===== src/rtl/svm_pkg.sv =====
// Package for the sample voice mixer: sizes, action codes, descriptor and
// voice record types, and the sequencer state type. No dependencies.
package svm_pkg;

    localparam int MaxVoices   = 16;
    localparam int NumSounds   = 64;
    localparam int SampleWords = 65536;

    localparam int VoiceW = $clog2(MaxVoices);
    localparam int CountW = $clog2(MaxVoices + 1);
    localparam int SndW   = $clog2(NumSounds);
    localparam int AddrW  = $clog2(SampleWords);

    localparam logic signed [23:0] MixMax = 24'sh7FFFFF;
    localparam logic signed [23:0] MixMin = -24'sh800000;

    typedef enum logic [1:0] {
        ACT_WRITE_SAMPLE = 2'd0,
        ACT_WRITE_SOUND  = 2'd1,
        ACT_TICK         = 2'd2,
        ACT_UNUSED       = 2'd3
    } action_t;

    typedef struct packed {
        logic [15:0] start;
        logic [15:0] length;
        logic        stereo;
        logic [15:0] volume;
        logic        valid;
    } sound_t;

    typedef struct packed {
        logic            active;
        logic [SndW-1:0] snd;
        logic [15:0]     frame;
    } voice_t;

    typedef enum logic [2:0] {
        ST_IDLE,
        ST_VOICE,
        ST_LEFT,
        ST_RIGHT,
        ST_ACC,
        ST_SUM,
        ST_DONE
    } state_t;

    // Command from the sequencer to the multiply unit.
    typedef struct packed {
        logic        go;
        logic [15:0] volume;
    } mul_ctl_t;

endpackage


===== src/rtl/svm_scale.sv =====
// Shared scaling unit: registered 16x16 signed-by-unsigned product, then
// Q4.12 truncation toward zero. Depends on svm_pkg.
module svm_scale (
    input  logic               clk,
    input  svm_pkg::mul_ctl_t  ctl,
    input  logic signed [15:0] sample,
    output logic signed [20:0] scaled
);
    import svm_pkg::*;

    logic signed [32:0] prod_reg;
    logic signed [32:0] prod_next;
    logic signed [32:0] adj;

    // Multiply stage.
    always_comb
    begin
        prod_next = prod_reg;
        if (ctl.go)
            prod_next = 33'(sample) * $signed({17'd0, ctl.volume});
    end

    always_ff @(posedge clk)
    begin
        prod_reg <= prod_next;
    end

    // Truncate toward zero: bias negatives before the shift.
    always_comb
    begin
        adj = prod_reg + (prod_reg[32] ? 33'sd4095 : 33'sd0);
        scaled = adj[32:12];
    end
endmodule


===== config.mk =====
export PLATFORM = sky130hd
export DESIGN_NAME = svm_scale
export DESIGN_NICKNAME = d
export VERILOG_FILES = /design/src/rtl/svm_pkg.sv /design/src/rtl/svm_scale.sv
export SDC_FILE = /design/constraint.sdc
export NUM_CORES = 1
export LEC_CHECK = 0
export BUFFER_PORTS_ARGS = -buffer_cell sky130_fd_sc_hd__buf_2
export CORE_MARGIN = 2
export CORE_UTILIZATION = 47
export CTS_CLUSTER_DIAMETER = 150
export DETAILED_ROUTE_END_ITERATION = 16
export PLACE_DENSITY_LB_ADDON = 0.15
export SLEW_MARGIN = 40
export SYNTH_ARGS = -nofsm -noshare
export SYNTH_HDL_FRONTEND = slang
export SYNTH_SLANG_ARGS = --single-unit

===== constraint.sdc =====
create_clock -name clk -period 5.4 [get_ports clk]
set_input_delay 0.27 -clock clk [delete_from_list [all_inputs] [get_ports clk]]
set_output_delay 0.27 -clock clk [all_outputs]
set_load 0.02 [all_outputs]

==> impl_metrics.env <==
export IMPL_antennaDiodeCount=0
export IMPL_final_cells=1574
export IMPL_drv_cap=0
export IMPL_fp_dieH_microns=153
export IMPL_synth_seq_cells=33
export IMPL_avgSynthCellArea_sq_um=9.19
export IMPL_synth_ff_type="edfxtp_1"
export IMPL_finalMaxSlewViolations=0
export IMPL_worst_setup_path_start_kind="input port"
export IMPL_cts_max_path_buffers=2
export IMPL_critPathMaxStageDelay_ps=550
export IMPL_slew_headroom_pct=51.3
export IMPL_largest_reg_flops=33
export IMPL_crit_path_end_kind="flop"
export IMPL_layout_min_cycle_time_ps=5300
export IMPL_cts_made_buffers=5
export IMPL_worstMarginPinSlew_ps=731
export IMPL_synth_edf_count=33
export IMPL_grt_pass1_vias=8379
export IMPL_fmax_mhz=189
export IMPL_final_common_cell="inv_1"
export IMPL_syn_area_sq_um=10500
export IMPL_holdCritPathClass="in -> reg"
export IMPL_antenna_found_initial=0
export IMPL_final_core_util_pct=57.8
export IMPL_grt_pass1_wl_mm=40.2
export IMPL_dr_total_vias=7957
export IMPL_cts_root_buf="clkbuf_16"
export IMPL_syn_nets=1500
export IMPL_boundaryPins=55
export IMPL_slowest_stage="fa_1"
export IMPL_dr_pass1_iters=4
export IMPL_rows=54
export IMPL_dp_hpwl_mm=20.8
export IMPL_core_area_sq_um=21800
export IMPL_die_area_sq_um=23500
export IMPL_drtIter0Drc=316
export IMPL_ys_types=50
export IMPL_cp_required_ps=5420
export IMPL_finalWeightedCongestion=0.866
export IMPL_crit_type="in -> reg"
export IMPL_grt_util_all_layers_pct=20.9
export IMPL_worstPathMaxFanout=12
export IMPL_portBuffers=54
export IMPL_fin_nets=1654
export IMPL_min_period_over_period_pct=98.1
export IMPL_outcome="finished, final reports clean"
export IMPL_dp_worst_setup_slack_ps=-486
export IMPL_routedWlPerCell_microns=15.0
export IMPL_final_cell_mix="242 x inv_1, 185 x fa_1, 141 x nand2_1, 126 x buf_4, 123 x ha_1"
export IMPL_setup_slack_ps=101
export IMPL_drc=0
export IMPL_hold_violations=0
export IMPL_grt_max_degree=34
export IMPL_cp_arrival_ps=5320
export IMPL_drt_total_wl_mm=23.7
export IMPL_cp_common_cell="fa_1"
export IMPL_viasPerCell=5.06
export IMPL_drive_gt1_share_pct=20.4
export IMPL_fillers=1991
export IMPL_area_delta_synth_final_pct=20.6
export IMPL_critical_path_top_delay_family="adder cells"
export IMPL_overflow=0
export IMPL_path_clk_slew_ps=50
export IMPL_async_reset_ff_share_pct=0
export IMPL_ctsHoldBuffers=0
export IMPL_rsz0062_at_grt="yes"
export IMPL_clock_sinks=33
export IMPL_synth_cells=1139
export IMPL_yosys_warnings=0
export IMPL_yosysSeqAreaShare_pct=9.47
export IMPL_critical_path_buf_inv_count=4
export IMPL_finalSetupViolations=0
export IMPL_placedCellCount=1561
export IMPL_start_util_pct=47.9
export IMPL_die_w_microns=153
export IMPL_path_cells="buf_6 > and2_4 > fa_1 > fa_1 > fa_1 > fa_1 > fa_1 > inv_1 > fa_1 > inv_2 > ha_4 > a21o_1 > a21o_1 > a21o_1 > buf_6 > nor3b_4 > a21oi_4 > a41oi_2 > xnor2_1"
export IMPL_htreeDepth=2
export IMPL_tritoncts="yes"
export IMPL_ant_nets=0
-- logic make-up after synthesis --
group,count (synthesis),synth area share (%)
buf+inv,280,10.1
simple gates,346,16.7
xor+xnor,47,3.93
fa+ha+maj,327,53.0
flops,33,9.47
mux,2,0.203
compound gates,104,6.65
-- cells in the mapped netlist, drive strengths merged, types with 10 or more instances --
cell | n | area share [%]
nand3 | 13 | 0.62
nor2 | 29 | 1.0
a211oi | 14 | 1.0
a21o | 22 | 1.6
xnor2 | 37 | 3.1
clkbuf | 34 | 1.2
fa | 194 | 37
nand2 | 143 | 5.1
inv | 244 | 8.8
o21ai | 18 | 0.93
edfxtp | 33 | 9.5
xor2 | 10 | 0.84
a21oi | 23 | 1.1
ha | 133 | 16
and2 | 122 | 7.3
-- metrics by stage --
stage	TNS, ps	cell area [sq um]	hold WS [ps]
6_report	0	12600	538
5_1_grt	-396	12600	568
3_3_place_gp	-4760	11900	827
4_1_cts	0	12100	553
3_5_place_dp	-5380	11900	817
2_1_floorplan	-49.4	10500	382
-- repair_timing --
item                       in CTS  in global routing
setup buffers                   0                  6
resized for setup              19                115
pin swaps                       3                 38
setup endpoints to repair      13                 18
-- layout make-up --
| cell class | count | area [sq um] | area share (%) |
|---|---|---|---|
| clock inverter | 2 | 10.0 | 0.0793 |
| sequential | 33 | 991 | 7.85 |
| multi-input combinational | 826 | 8830 | 70.0 |
| clock buffer | 6 | 129 | 1.02 |
| tap | 280 | 350 | 2.78 |
| timing repair buffer | 183 | 1400 | 11.1 |
| inverter | 244 | 916 | 7.26 |
-- worst paths after layout --
path / start / endpoint / depth (start not counted)
max: ctl[3] / prod_reg[29] / 19
min: sample[0] / prod_reg[0] / 2
-- metal layers --
layer | global-route usage (%) | part of all wire, %
met1 | 27.0 | 42
met2 | 38.8 | 55
met3 | 2.18 | 2.7
met4 | 2.51 | 0.85
met5 | 0 | 0
Power is not shown: default switching activity piles up to over one toggle a cycle in this logic, so the estimate is an artifact.
